## src/assert_macros.svh

```systemverilog
// Assertion macros shared by the trace window statistics design.
`ifndef ASSERT_MACROS_SVH
`define ASSERT_MACROS_SVH
`ifndef ASSERT_OFF
`define ASSERT_ALWAYS(label, clk, rst, cond) \
   label: assert property (@(posedge clk) disable iff (rst) (cond)) \
      else $error("assertion failed");
`define ASSERT_IMPLIES(label, clk, rst, ante, cons) \
   label: assert property (@(posedge clk) disable iff (rst) (ante) |-> (cons)) \
      else $error("assertion failed");
`else
`define ASSERT_ALWAYS(label, clk, rst, cond)
`define ASSERT_IMPLIES(label, clk, rst, ante, cons)
`endif
`endif

```

## src/tws_pkg.sv

```systemverilog
// Types and constants of the trace window statistics block.
`timescale 1ns / 1ps
package tws_pkg;
   localparam logic [4:0] MAX_DIVISIONS = 5'd16;
   localparam logic [14:0] POINT_CAP = 15'd32767;
   localparam int QUEUE_DEPTH = 4;

   localparam logic REG_DIVISION_COUNT = 1'b0;
   localparam logic REG_THICKNESS_LIMIT = 1'b1;

   localparam logic [2:0] DIV_SEL_MEAN = 3'd0;
   localparam logic [2:0] DIV_SEL_MEANSQ = 3'd1;
   localparam logic [2:0] DIV_SEL_MEANABS = 3'd2;
   localparam logic [2:0] DIV_SEL_MEANPOS = 3'd3;
   localparam logic [2:0] DIV_SEL_MEANNEG = 3'd4;

   localparam logic [3:0] STAT_MIN = 4'd0;
   localparam logic [3:0] STAT_MAX = 4'd1;
   localparam logic [3:0] STAT_MEAN = 4'd2;
   localparam logic [3:0] STAT_VAR = 4'd3;
   localparam logic [3:0] STAT_RMS = 4'd4;
   localparam logic [3:0] STAT_MAXABS = 4'd5;
   localparam logic [3:0] STAT_MEANABS = 4'd6;
   localparam logic [3:0] STAT_SUMABS = 4'd7;
   localparam logic [3:0] STAT_MAXPOS = 4'd8;
   localparam logic [3:0] STAT_MEANPOS = 4'd9;
   localparam logic [3:0] STAT_SUMPOS = 4'd10;
   localparam logic [3:0] STAT_MAXNEG = 4'd11;
   localparam logic [3:0] STAT_MEANNEG = 4'd12;
   localparam logic [3:0] STAT_SUMNEG = 4'd13;

   typedef enum logic [1:0] {F_IDLE, F_DIV, F_INTERP, F_SAMPLE} front_state_type;

   typedef enum logic [2:0] {
      B_POP, B_ADD, B_DSTART, B_DWAIT, B_MUL, B_VAR, B_SQRT, B_EMIT
   } back_state_type;

   typedef struct packed {
      logic signed [31:0] value;
      logic keep;
      logic last;
      logic bad;
   } point_type;

   typedef struct packed {
      logic [3:0] code;
      logic signed [47:0] value;
      logic undefined;
      logic last;
   } result_type;
endpackage

```

## src/tws_fifo.sv

```systemverilog
// Short point queue between the sample front end and the accumulator.
`timescale 1ns / 1ps
module tws_fifo (
   input  logic                clock,
   input  logic                reset,
   input  logic                push,
   input  tws_pkg::point_type  push_entry,
   output logic                full,
   input  logic                pop,
   output tws_pkg::point_type  pop_entry,
   output logic                empty
);
   localparam int PTR_W = $clog2(tws_pkg::QUEUE_DEPTH);

   tws_pkg::point_type entry_ff [tws_pkg::QUEUE_DEPTH];
   logic [PTR_W-1:0] wr_ptr_ff, rd_ptr_ff;
   logic [PTR_W:0]   count_ff;

   assign full = count_ff == (PTR_W + 1)'(tws_pkg::QUEUE_DEPTH);
   assign empty = count_ff == '0;
   assign pop_entry = entry_ff[rd_ptr_ff];

   always_ff @(posedge clock) begin
      if (reset) begin
         wr_ptr_ff <= '0;
         rd_ptr_ff <= '0;
         count_ff <= '0;
      end else begin
         if (push) wr_ptr_ff <= wr_ptr_ff + 1'b1;
         if (pop) rd_ptr_ff <= rd_ptr_ff + 1'b1;
         if (push && !pop) count_ff <= count_ff + 1'b1;
         else if (pop && !push) count_ff <= count_ff - 1'b1;
      end
   end

   always_ff @(posedge clock) begin
      if (push) entry_ff[wr_ptr_ff] <= push_entry;
   end
endmodule

```

## config.mk

```make
export PLATFORM = sky130hd
export DESIGN_NAME = tws_fifo
export DESIGN_NICKNAME = d
export VERILOG_FILES = /design/src/assert_macros.svh /design/src/tws_pkg.sv /design/src/tws_fifo.sv
export SDC_FILE = /design/constraint.sdc
export NUM_CORES = 1
export LEC_CHECK = 0
export BUFFER_PORTS_ARGS = -buffer_cell sky130_fd_sc_hd__buf_2
export CAP_MARGIN = 10
export CORE_UTILIZATION = 47
export DETAILED_ROUTE_END_ITERATION = 6
export PLACE_DENSITY = 0.81
export SLEW_MARGIN = 20
export SYNTH_ARGS = -nofsm -noshare
export SYNTH_HDL_FRONTEND = slang
export SYNTH_SLANG_ARGS = --single-unit
```

## constraint.sdc

```tcl
create_clock -name clock -period 1.9 [get_ports clock]
set_clock_uncertainty 0.1 [all_clocks]
set_input_delay 0.285 -clock clock [delete_from_list [all_inputs] [get_ports clock]]
set_output_delay 0.285 -clock clock [all_outputs]
set_load 0.1 [all_outputs]
```

==> results_dict.tcl <==
set metrics [dict create \
    outcome "finished, violations left" \
    violations "negative setup slack" \
    cts_setup_buffers 0 \
    via_count 2681 \
    cp-start-kind "flop" \
    core_mm2 0.01147 \
    grt_pass1_vias 3013 \
    max_slew.worst_pin.slew_ns 0.5438 \
    regToRegSetupSlack_ns 0.30 \
    cp_max_fo 13 \
    reg2reg_from "count_ff[0]" \
    antenna_left 0 \
    ios 76 \
    clock_path_buffers 2 \
    maxSlewHeadroom 0.6375 \
    holdPathStages 2 \
    crit_arrival_ns 1.77 \
    gp_congestion 0.6530 \
    cp-end-kind "output pin" \
    netlist_instances 227 \
    syn_nets 272 \
    fin_nets 405 \
    h-tree-depth 4 \
    maxCapViolCount 0 \
    grt_max_degree 36 \
    yosys_warnings 0 \
    post-route-util 0.6527 \
    ys_seq_area_frac 0.7926 \
    power_mw 9.017 \
    drive_gt1_frac 0.4290 \
    area_delta_synth_final_pct 35.31 \
    ir_drop_mv 0.8821 \
    drt_pass1_iterations 6 \
    place_ws_ns 0.03033 \
    overflow 0 \
    slew_viol_final 0 \
    final_hold_viol_count 0 \
    min-delay-start "reset" \
    track_usage 0.1768 \
    powerDensity_mw_per_mm2 1205 \
    die_x_um 110.5 \
    synth_area_leaders "edfxtp_1 (76%), mux4_2 (12%), dfxtp_1 (3.3%), mux4_1 (2.4%), ha_1 (1.1%)" \
    design.die.area_mm2 0.01221 \
    root_buffer "clkbuf_16" \
    antenna_found_initial 1 \
    synth_area_per_cell_um2 24.37 \
    fin_ws_ns -0.2563 \
    crit_type "reg -> out" \
    crit_required_ns 1.51 \
    yosys.area.top_type "edfxtp_1" \
    die_h_um 110.5 \
    drtIter0Drc 133 \
    path_clk_slew_ns 0.06 \
    grt_setup_unrepaired "yes" \
    cts_tree "yes" \
    r2r-end "count_ff[2]" \
    period_needed_ns 2.156 \
    cts_buffers 17 \
    period_share 1.135 \
    grt_first_pass_wirelength_mm 15.95 \
    initial_utilization 0.4824 \
    ff2ff_path_depth 4 \
    holdCritPathClass "in -> reg" \
    min_to "count_ff[2]" \
    worstSkewPairLatency_ns 0.41 \
    p_leak_nw 2.627 \
    dpl.hpwl_mm 5.779 \
    wire_per_inst_um 19.02 \
    max_freq_mhz 463.8 \
    tns_ns -7.579 \
    ys_ff_latch 149 \
    drc 0 \
    viasPerCell 5.186 \
    setup_viol 35 \
    drt_wl_total_mm 9.832 \
    synth_area_mm2 0.005532 \
    portBuffers 75 \
    synthDistinctLibCells 23 \
    synth_top_area_share 0.7600 \
    fp-row-count 39 \
    cts_sinks 149 \
]
placed cells by master, fill, tap and decap left out, types with 4 or more instances in the layout:
cell	count
edfxtp_1	140
buf_2	40
mux4_2	35
dlygate4sd3_1	35
buf_12	20
clkbuf_16	17
buf_6	15
nor2_1	7
dfxtp_1	7
buf_8	6
buf_4	6
ha_1	5
clkinv_4	5
inv_1	4
registers in the layout, indices dropped and copies added (netlist names), named ones only:
register and flops:
rd_ptr_ff 2, wr_ptr_ff 2, entry_ff 140, count_ff 3
worst max-delay path, cell delays in order, from the launching register on:
cell and delay (ns):
dfxtp_4 0.41, buf_12 0.18, mux4_2 0.57, buf_12 0.19
cell type report:
cell class,count,area [um2]
antenna,1,2.502
clock buffer,18,429.2
clock inverter,14,152.6
fill,739,3983
inverter,4,15.01
multi-input combinational,65,1035
sequential,149,4389
tap,143,178.9
timing repair buffer,123,1282
cells by family after synthesis:
| kind of cell | count (synthesis) | share of synthesized area |
|---|---|---|
| flip-flops | 149 | 0.7926 |
| AO/OA/AOI/OAI | 2 | 0.001808 |
| adder cells (fa/ha/maj) | 6 | 0.01493 |
| multiplexers | 37 | 0.1495 |
| XOR/XNOR | 5 | 0.007918 |
| buffers and inverters | 13 | 0.01990 |
| AND/OR/NAND/NOR | 15 | 0.01335 |
through the flow:
stage | cell area [um2] | cells | hold slack [ns]
floorplan | 5542 | 227 | 0.2839
global placement | 6356 | 448 | 0.3902
detailed placement | 6356 | 448 | 0.4027
CTS | 7477 | 516 | 0.02895
global route | 7485 | 517 | 0.04337
finish | 7485 | 517 | 0.05234
report_power, final:
group          switching (mW)  total, mW  internal, mW
registers              0.0640       3.83          3.77
logic                    1.29       1.96         0.663
clock network            1.28       3.23          1.94
synth_stat cells, drive strengths merged:
library cell and number:
nand2 1, nor3b 1, xnor2 2, fa 1, nor3 1, mux2i 2
nor2 7, buf 7, inv 4, xor2 3, dfxtp 9, mux4 35
clkbuf 2, and2 4, o21ai 1, or3 1, ha 5, a21oi 1
edfxtp 140
worst max-delay path by stage:
stage	to	depth (start not counted)
after CTS	pop_entry[17]	3
after global routing	pop_entry[18]	3
after detailed placement	count_ff[2]	7
after floorplan	full	1
after global placement	pop_entry[32]	3
final	pop_entry[17]	3
what timing repair did:
| item | 4_1_cts | 5_1_grt |
|---|---|---|
| cloned | 1 | 0 |
| endpoints found under the setup margin | 35 | 70 |
| gates resized for setup | 61 | 2 |
| endpoints found under the hold margin | 140 | 0 |
| hold buffers | 35 | 0 |
metal layers:
metal,track usage,share of wire,vias up
li1,-,-,1211
met1,0.2161,0.41,1373
met2,0.2965,0.53,83
met3,0.04995,0.041,14
met4,0.07289,0.015,0
met5,0,0,-
Power figures use the tool's default switching activity.
