===== config.mk =====
export PLATFORM = sky130hd
export DESIGN_NAME = tws_front
export DESIGN_NICKNAME = d
export VERILOG_FILES = /design/src/assert_macros.svh /design/src/tws_pkg.sv /design/src/tws_div.sv /design/src/tws_front.sv
export SDC_FILE = /design/constraint.sdc
export NUM_CORES = 2
export LEC_CHECK = 0
export BUFFER_PORTS_ARGS = -buffer_cell sky130_fd_sc_hd__buf_2
export CAP_MARGIN = 20
export CELL_PAD_IN_SITES_DETAIL_PLACEMENT = 1
export CELL_PAD_IN_SITES_GLOBAL_PLACEMENT = 1
export CORE_MARGIN = 10
export CORE_UTILIZATION = 45
export DETAILED_ROUTE_END_ITERATION = 7
export PLACE_DENSITY = 0.78
export REMOVE_ABC_BUFFERS = 1
export SYNTH_ARGS = -nofsm -noshare
export SYNTH_HDL_FRONTEND = slang
export SYNTH_HIERARCHICAL = 1
export SYNTH_SLANG_ARGS = --single-unit

===== constraint.sdc =====
create_clock -name clock -period 8.1 [get_ports clock]
set_input_delay 0.81 -clock clock [delete_from_list [all_inputs] [get_ports clock]]
set_output_delay 0.81 -clock clock [all_outputs]
set_load 0.03 [all_outputs]

===== src/assert_macros.svh =====
// Assertion macros shared by the trace window statistics design.
`ifndef ASSERT_MACROS_SVH
`define ASSERT_MACROS_SVH
`ifndef ASSERT_OFF
`define ASSERT_ALWAYS(label, clk, rst, cond) \
   label: assert property (@(posedge clk) disable iff (rst) (cond)) \
      else $error("assertion failed");
`define ASSERT_IMPLIES(label, clk, rst, ante, cons) \
   label: assert property (@(posedge clk) disable iff (rst) (ante) |-> (cons)) \
      else $error("assertion failed");
`else
`define ASSERT_ALWAYS(label, clk, rst, cond)
`define ASSERT_IMPLIES(label, clk, rst, ante, cons)
`endif
`endif


===== src/tws_pkg.sv =====
// Types and constants of the trace window statistics block.
`timescale 1ns / 1ps
package tws_pkg;
   localparam logic [4:0] MAX_DIVISIONS = 5'd16;
   localparam logic [14:0] POINT_CAP = 15'd32767;
   localparam int QUEUE_DEPTH = 4;

   localparam logic REG_DIVISION_COUNT = 1'b0;
   localparam logic REG_THICKNESS_LIMIT = 1'b1;

   localparam logic [2:0] DIV_SEL_MEAN = 3'd0;
   localparam logic [2:0] DIV_SEL_MEANSQ = 3'd1;
   localparam logic [2:0] DIV_SEL_MEANABS = 3'd2;
   localparam logic [2:0] DIV_SEL_MEANPOS = 3'd3;
   localparam logic [2:0] DIV_SEL_MEANNEG = 3'd4;

   localparam logic [3:0] STAT_MIN = 4'd0;
   localparam logic [3:0] STAT_MAX = 4'd1;
   localparam logic [3:0] STAT_MEAN = 4'd2;
   localparam logic [3:0] STAT_VAR = 4'd3;
   localparam logic [3:0] STAT_RMS = 4'd4;
   localparam logic [3:0] STAT_MAXABS = 4'd5;
   localparam logic [3:0] STAT_MEANABS = 4'd6;
   localparam logic [3:0] STAT_SUMABS = 4'd7;
   localparam logic [3:0] STAT_MAXPOS = 4'd8;
   localparam logic [3:0] STAT_MEANPOS = 4'd9;
   localparam logic [3:0] STAT_SUMPOS = 4'd10;
   localparam logic [3:0] STAT_MAXNEG = 4'd11;
   localparam logic [3:0] STAT_MEANNEG = 4'd12;
   localparam logic [3:0] STAT_SUMNEG = 4'd13;

   typedef enum logic [1:0] {F_IDLE, F_DIV, F_INTERP, F_SAMPLE} front_state_type;

   typedef enum logic [2:0] {
      B_POP, B_ADD, B_DSTART, B_DWAIT, B_MUL, B_VAR, B_SQRT, B_EMIT
   } back_state_type;

   typedef struct packed {
      logic signed [31:0] value;
      logic keep;
      logic last;
      logic bad;
   } point_type;

   typedef struct packed {
      logic [3:0] code;
      logic signed [47:0] value;
      logic undefined;
      logic last;
   } result_type;
endpackage


===== src/tws_div.sv =====
// Bit-serial unsigned restoring divider, one quotient bit per cycle.
`timescale 1ns / 1ps
module tws_div #(
   parameter int NUM_W = 64,
   parameter int DEN_W = 15
) (
   input  logic             clock,
   input  logic             reset,
   input  logic             start,
   input  logic [NUM_W-1:0] numerator,
   input  logic [DEN_W-1:0] denominator,
   output logic             done,
   output logic [NUM_W-1:0] quotient,
   output logic [DEN_W-1:0] remainder
);
   localparam int CNT_W = $clog2(NUM_W + 1);

   logic [NUM_W-1:0] quo_ff;
   logic [DEN_W-1:0] rem_ff, den_ff, rem_in;
   logic [CNT_W-1:0] count_ff;
   logic             busy_ff, done_ff, fits;
   logic [DEN_W:0]   trial, diff;

   always_comb begin
      trial = {rem_ff, quo_ff[NUM_W-1]};
      diff = trial - {1'b0, den_ff};
      fits = trial >= {1'b0, den_ff};
      rem_in = fits ? diff[DEN_W-1:0] : trial[DEN_W-1:0];
   end

   always_ff @(posedge clock) begin
      if (reset) begin
         busy_ff <= 1'b0;
         done_ff <= 1'b0;
         count_ff <= '0;
      end else begin
         done_ff <= 1'b0;
         if (start) begin
            busy_ff <= 1'b1;
            count_ff <= CNT_W'(NUM_W);
         end else if (busy_ff) begin
            count_ff <= count_ff - 1'b1;
            if (count_ff == CNT_W'(1)) begin
               busy_ff <= 1'b0;
               done_ff <= 1'b1;
            end
         end
      end
   end

   always_ff @(posedge clock) begin
      if (start) begin
         quo_ff <= numerator;
         rem_ff <= '0;
         den_ff <= denominator;
      end else if (busy_ff) begin
         quo_ff <= {quo_ff[NUM_W-2:0], fits};
         rem_ff <= rem_in;
      end
   end

   assign done = done_ff;
   assign quotient = quo_ff;
   assign remainder = rem_ff;
endmodule


===== src/tws_front.sv =====
// Sample front end: takes samples, interpolates points and applies the window.
`timescale 1ns / 1ps
module tws_front (
   input  logic               clock,
   input  logic               reset,
   input  logic               req_tvalid,
   output logic               req_tready,
   input  logic [127:0]       req_tdata,
   input  logic [1:0]         req_tuser,
   input  logic               req_tlast,
   input  logic [4:0]         division_count,
   input  logic [30:0]        thickness_limit,
   output logic               push,
   output tws_pkg::point_type push_entry,
   input  logic               full
);
   tws_pkg::front_state_type state_ff, state_in;

   logic signed [31:0] cur_value_ff, cur_depth_ff, top_ff, base_ff;
   logic signed [31:0] prev_value_ff, prev_depth_ff;
   logic               cur_missing_ff, dead_ff, last_ff;
   logic               prev_valid_ff, prev_missing_ff;
   logic [4:0]         nd_ff, step_ff, rv_ff, rd_ff, rv_step_ff, rd_step_ff;
   logic [32:0]        qv_ff, qd_ff, qv_step_ff, qd_step_ff;
   logic               v_neg_ff, d_neg_ff;

   logic signed [31:0] in_value, in_depth;
   logic [32:0]        diff_v, diff_d, mag_v, mag_d;
   logic [4:0]         nd_clamp;
   logic               accept, interp_go, div_start, div_done, div_done_d;
   logic [32:0]        quo_v, quo_d;
   logic [4:0]         rem_v, rem_d;
   logic signed [33:0] iv_wide, id_wide;
   logic signed [31:0] iv, id;
   logic               keep_i, keep_s, bad, advance;
   logic [5:0]         rv_sum, rd_sum;
   logic               wrap_v, wrap_d;
   logic signed [32:0] thickness;

   assign in_value = req_tdata[31:0];
   assign in_depth = req_tdata[63:32];
   assign accept = req_tvalid && req_tready;

   always_comb begin
      diff_v = {in_value[31], in_value} - {prev_value_ff[31], prev_value_ff};
      diff_d = {in_depth[31], in_depth} - {prev_depth_ff[31], prev_depth_ff};
      mag_v = diff_v[32] ? (~diff_v + 33'd1) : diff_v;
      mag_d = diff_d[32] ? (~diff_d + 33'd1) : diff_d;
      if (division_count == 5'd0) nd_clamp = 5'd1;
      else if (division_count > tws_pkg::MAX_DIVISIONS) nd_clamp = tws_pkg::MAX_DIVISIONS;
      else nd_clamp = division_count;
      interp_go = prev_valid_ff && !prev_missing_ff && !req_tuser[0] && (nd_clamp > 5'd1);
   end

   tws_div #(.NUM_W(33), .DEN_W(5)) u_div_value (
      .clock(clock), .reset(reset), .start(div_start), .numerator(mag_v),
      .denominator(nd_clamp), .done(div_done), .quotient(quo_v), .remainder(rem_v)
   );

   tws_div #(.NUM_W(33), .DEN_W(5)) u_div_depth (
      .clock(clock), .reset(reset), .start(div_start), .numerator(mag_d),
      .denominator(nd_clamp), .done(div_done_d), .quotient(quo_d), .remainder(rem_d)
   );

   always_comb begin
      iv_wide = {{2{prev_value_ff[31]}}, prev_value_ff}
              + (v_neg_ff ? -$signed({1'b0, qv_ff}) : $signed({1'b0, qv_ff}));
      id_wide = {{2{prev_depth_ff[31]}}, prev_depth_ff}
              + (d_neg_ff ? -$signed({1'b0, qd_ff}) : $signed({1'b0, qd_ff}));
      iv = iv_wide[31:0];
      id = id_wide[31:0];
      keep_i = !(id < top_ff || id > base_ff);
      keep_s = !cur_missing_ff && !(cur_depth_ff < top_ff || cur_depth_ff > base_ff);
      thickness = {base_ff[31], base_ff} - {top_ff[31], top_ff};
      bad = dead_ff || (thickness <= $signed({2'b00, thickness_limit}));
      rv_sum = {1'b0, rv_ff} + {1'b0, rv_step_ff};
      rd_sum = {1'b0, rd_ff} + {1'b0, rd_step_ff};
      wrap_v = rv_sum >= {1'b0, nd_ff};
      wrap_d = rd_sum >= {1'b0, nd_ff};
   end

   always_comb begin
      state_in = state_ff;
      req_tready = 1'b0;
      div_start = 1'b0;
      push = 1'b0;
      advance = 1'b0;
      push_entry = '0;
      case (state_ff)
         tws_pkg::F_IDLE: begin
            req_tready = 1'b1;
            if (accept) begin
               div_start = interp_go;
               state_in = interp_go ? tws_pkg::F_DIV : tws_pkg::F_SAMPLE;
            end
         end
         tws_pkg::F_DIV: begin
            if (div_done && div_done_d) state_in = tws_pkg::F_INTERP;
         end
         tws_pkg::F_INTERP: begin
            push_entry.value = iv;
            push_entry.keep = 1'b1;
            push = keep_i && !full;
            advance = !keep_i || !full;
            if (advance && step_ff == nd_ff - 5'd1) state_in = tws_pkg::F_SAMPLE;
         end
         tws_pkg::F_SAMPLE: begin
            push_entry.value = cur_value_ff;
            push_entry.keep = keep_s;
            push_entry.last = last_ff;
            push_entry.bad = bad;
            push = (keep_s || last_ff) && !full;
            advance = !(keep_s || last_ff) || !full;
            if (advance) state_in = tws_pkg::F_IDLE;
         end
         default: state_in = tws_pkg::F_IDLE;
      endcase
   end

   always_ff @(posedge clock) begin
      if (reset) begin
         state_ff <= tws_pkg::F_IDLE;
         prev_valid_ff <= 1'b0;
         prev_missing_ff <= 1'b0;
         prev_value_ff <= '0;
         prev_depth_ff <= '0;
      end else begin
         state_ff <= state_in;
         if (state_ff == tws_pkg::F_SAMPLE && advance) begin
            prev_value_ff <= cur_value_ff;
            prev_depth_ff <= cur_depth_ff;
            prev_valid_ff <= !last_ff;
            prev_missing_ff <= cur_missing_ff && !last_ff;
         end
      end
   end

   always_ff @(posedge clock) begin
      if (accept) begin
         cur_value_ff <= in_value;
         cur_depth_ff <= in_depth;
         top_ff <= req_tdata[95:64];
         base_ff <= req_tdata[127:96];
         cur_missing_ff <= req_tuser[0];
         dead_ff <= req_tuser[1];
         last_ff <= req_tlast;
         nd_ff <= nd_clamp;
         v_neg_ff <= diff_v[32];
         d_neg_ff <= diff_d[32];
      end
      if (state_ff == tws_pkg::F_DIV && div_done) begin
         qv_step_ff <= quo_v;
         qd_step_ff <= quo_d;
         rv_step_ff <= rem_v;
         rd_step_ff <= rem_d;
         qv_ff <= quo_v;
         qd_ff <= quo_d;
         rv_ff <= rem_v;
         rd_ff <= rem_d;
         step_ff <= 5'd1;
      end else if (state_ff == tws_pkg::F_INTERP && advance) begin
         step_ff <= step_ff + 5'd1;
         qv_ff <= qv_ff + qv_step_ff + {32'd0, wrap_v};
         qd_ff <= qd_ff + qd_step_ff + {32'd0, wrap_d};
         rv_ff <= wrap_v ? 5'(rv_sum - {1'b0, nd_ff}) : rv_sum[4:0];
         rd_ff <= wrap_d ? 5'(rd_sum - {1'b0, nd_ff}) : rd_sum[4:0];
      end
   end
endmodule


==> impl_results.md <==
- P_leak: ~17 nW
- Vias per cell: 5.815
- Period minus WS final: slightly below 8 ns
- WHS Path Cells: 1
- Register-to-Register Path Depth: 26
- Max Clk Rate: ~130 MHz
- Worst reg-to-reg setup slack: ~0.90 ns
- Final period utilization: between 90% and 100%
- DP Worst Slack: between 0.5 and 0.6 ns
- Synth cell count leaders: 421 x ha_1, 362 x edfxtp_1, 291 x a21oi_1
- Reg-to-reg endpoint: qd_ff[1]$_DFFE_PP_
- Most common cell in the netlist: ha_1
- CTS tree: yes
- Total chip power: around 13 mW
- Library cells used by synthesis: 79
- Cell family with most CP delay: compound AO/OA/AOI/OAI gates
- Final Slew Violations: 0
- Crit path kind: reg -> out
- Worst-Skew Late Latency: between 0.6 and 0.7 ns
- Synth top area cells: edfxtp_1 30%, ha_1 14%, xnor2_1 5.5%, dfxtp_1 5.4%, a21oi_1 4.0%
- Pwr Density: between 300 and 400 nW/um^2
- Initial core utilization: 45.31%
- CTS Root Cell: clkbuf_16
- # setup viols final: 0
- Worst-Margin Slew: roughly 1.1 ns
- Post-synth EDFFs: 362
- Worst flop-to-flop path startpoint: qd_ff[9]$_DFFE_PP_
- Residual DRC: 0
- Yosys top cell by area: edfxtp_1
- Maximum fanout along the worst path: 5
- Die Ht: 304.6 um
- Synth warn: 6
- FILL cells: 9145
- Tot GR Track Use: a little under a quarter
- Vias in the first global route: around 32000
- Seq/Total Area, Yosys: a little over a third
- CP startpoint kind: register
- Hold WC Path Type: in -> reg
- TritonCTS buffer count: 56
- Longest Clk Path Bufs: 3
- CP bufs+invs: 2
- Core Area: between 80000 and 90000 sq um
- Core Rows: approximately 100
- DR WL/cell: around 21 um
- Status: finished, final reports clean
- CP Capture Type: output port
- Slew margin rel.: a little under a quarter
- Hpwl dp: 84710 um
- Max-Cap Viols: 0
- Worst path depth: 25
- Via count: 29910
- Io pins: 208
- Slowest-stage cell, CP: edfxtp_1
- Final worst setup slack: 0.3860 ns
- Worst setup path startpoint: qd_ff[9]$_DFFE_PP_
- FF+latch area: approximately 13000 sq um
- Clock Sinks: about 460
- Syn_area_per_cell: about 9.5 sq um
- Slowest Stage Delay on Critical Path: roughly 0.48 ns
- Max H-tree Level: 2
- Port bufs: around 210
- Ys flop type: edfxtp_1
- Final #Nets: between 4000 and 5000
- Detail Route Antenna Nets: 0
- Mapped Cells: slightly below 4000
- Critical Path AT: 6.90 ns
- GP Congestion: 0.8947
- Layout cells sized above 1: between 10% and 20%
- Worst Min Path Start: req_tdata[73]
- Multi-input gate area: between 20000 and 25000 sq um
- Pre-antenna DRT Iters: 5
- Max rail drop VDD: roughly 0.21 mV
- Synthesis-stage register bit count: approximately 460
- Largest net degree at the start of global routing: a little under 90
- Area growth syn-to-layout: 11.91%
- Die Wd: slightly above 300 um
- Post-Syn Area: about 36000 sq um
- WP data required: between 7 and 8 ns
- Die ar.: 92750 sq um
- Hold Vio Cnt, Final: 0
- Asr flop ratio synth: 0%
- Synth top area share: ~30%
- Final hold slack: between 0.3 and 0.4 ns
- GRT overflow: 0
- Worst clock skew: around 0.026 ns
- Antenna violations before repair: 0
- Initial DRC count: 1360
- Worst Setup EP: push
- Clock Pin Slew Worst Setup and Hold Paths: roughly 0.07 ns
- First-pass GRT wire length: between 150000 and 200000 um
- WL final: ~110000 um
-- layer usage --
layer  vias up  GRT usage (%)  routed length (um)
met2       445          41.08               54920
met3       165          2.490                3259
met4         0          8.199                3768
li1      14530              -                   -
met5         -              0                   0
met1     14770          27.59               47990
-- layout make-up --
| class | count | share of cell area, % |
|---|---|---|
| multi-input combinational | 3009 | 54.77 |
| sequential | 461 | 31.52 |
| clock buffer | 63 | 3.575 |
| tap | 1060 | 3.253 |
| timing repair buffer | 234 | 3.111 |
| inverter | 272 | 2.510 |
| clock inverter | 42 | 1.249 |
| antenna | 2 | 0.01227 |
-- cells in the final DEF, fill, tap and decap left out, types with 33 or more instances in the layout --
cell	instances
a211oi_1	45
a21o_1	155
a21oi_1	291
and2_1	35
and3_1	35
buf_2	205
clkbuf_16	56
dfxtp_1	99
edfxtp_1	362
ha_1	420
inv_1	271
mux2_2	67
mux2i_1	76
nand2_1	253
nand2b_1	168
nand3_1	54
nand4_1	59
nor2_1	219
nor2b_1	33
nor3_1	78
o21a_1	43
o21ai_0	204
o31ai_1	36
xnor2_1	226
xor2_1	98
-- worst reg2reg max path, delay by kind of cell, from the launching register on --
kind / cells / cell delay, ns
AOI/OAI and AO/OA: 10 / 2.33
xor gates and xnor gates: 2 / 0.33
adders and majority gates: 2 / 0.62
buffers and inverters: 3 / 0.69
DFF: 1 / 0.48
muxes: 1 / 0.32
and+or+nand+nor: 8 / 2.07
-- repair_timing --
item / 4_1_cts / 5_1_grt
pin swaps: 0 / 6
buffers inserted: 0 / 10
gates resized for setup: 2 / 23
hold buffers: 0 / 0
setup endpoints to repair: 1 / 51
cloned: 0 / 0
-- sequential cells by signal, summed over array words and instances, names as in the netlist, 32 cells and up --
signal                cells
prev_value_ff            32
u_div_depth/quotient     33
qv_ff                    32
qv_step_ff               32
cur_value_ff             32
base_ff                  32
cur_depth_ff             32
u_div_value/quotient     33
qd_step_ff               32
top_ff                   32
prev_depth_ff            32
qd_ff                    32
-- how the worst min path moves through the flow --
stage / endpoint / slack (ns)
4_1_cts: top_ff[9]$_DFFE_PP_ / 0.32
3_3_place_gp: qv_step_ff[31]$_DFFE_PP_ / 0.46
5_1_grt: top_ff[9]$_DFFE_PP_ / 0.33
3_5_place_dp: qd_step_ff[30]$_DFFE_PP_ / 0.46
6_report: top_ff[9]$_DFFE_PP_ / 0.35
2_1_floorplan: prev_valid_ff$_SDFFE_PP0P_ / 0.43
-- through the flow --
stage               util [%]  setup TNS, ns  std cells  area [sq um]
global route           50.70       -0.05489       5141         40770
CTS                    50.46              0       5131         40580
finish                 50.71              0       5143         40780
global placement       48.00              0       5026         38600
floorplan                  -              0       3742         36040
detailed placement     48.00              0       5026         38600
-- logic make-up after synthesis --
kind of cell               after synthesis  share of synthesized area [%]
and+or+nand+nor                       1079                          15.25
DFF                                    461                          35.27
AOI/OAI and AO/OA                     1026                          18.33
xor gates and xnor gates               325                          7.812
buffers and inverters                  376                          3.904
muxes                                  143                          4.158
adders and majority gates              436                          15.28
-- where the power goes --
group          switching, mW  internal [mW]
Clock                   1.10           1.62
Sequential             0.426           3.15
Combinational           4.05           2.74
Power figures use the tool's default switching activity.
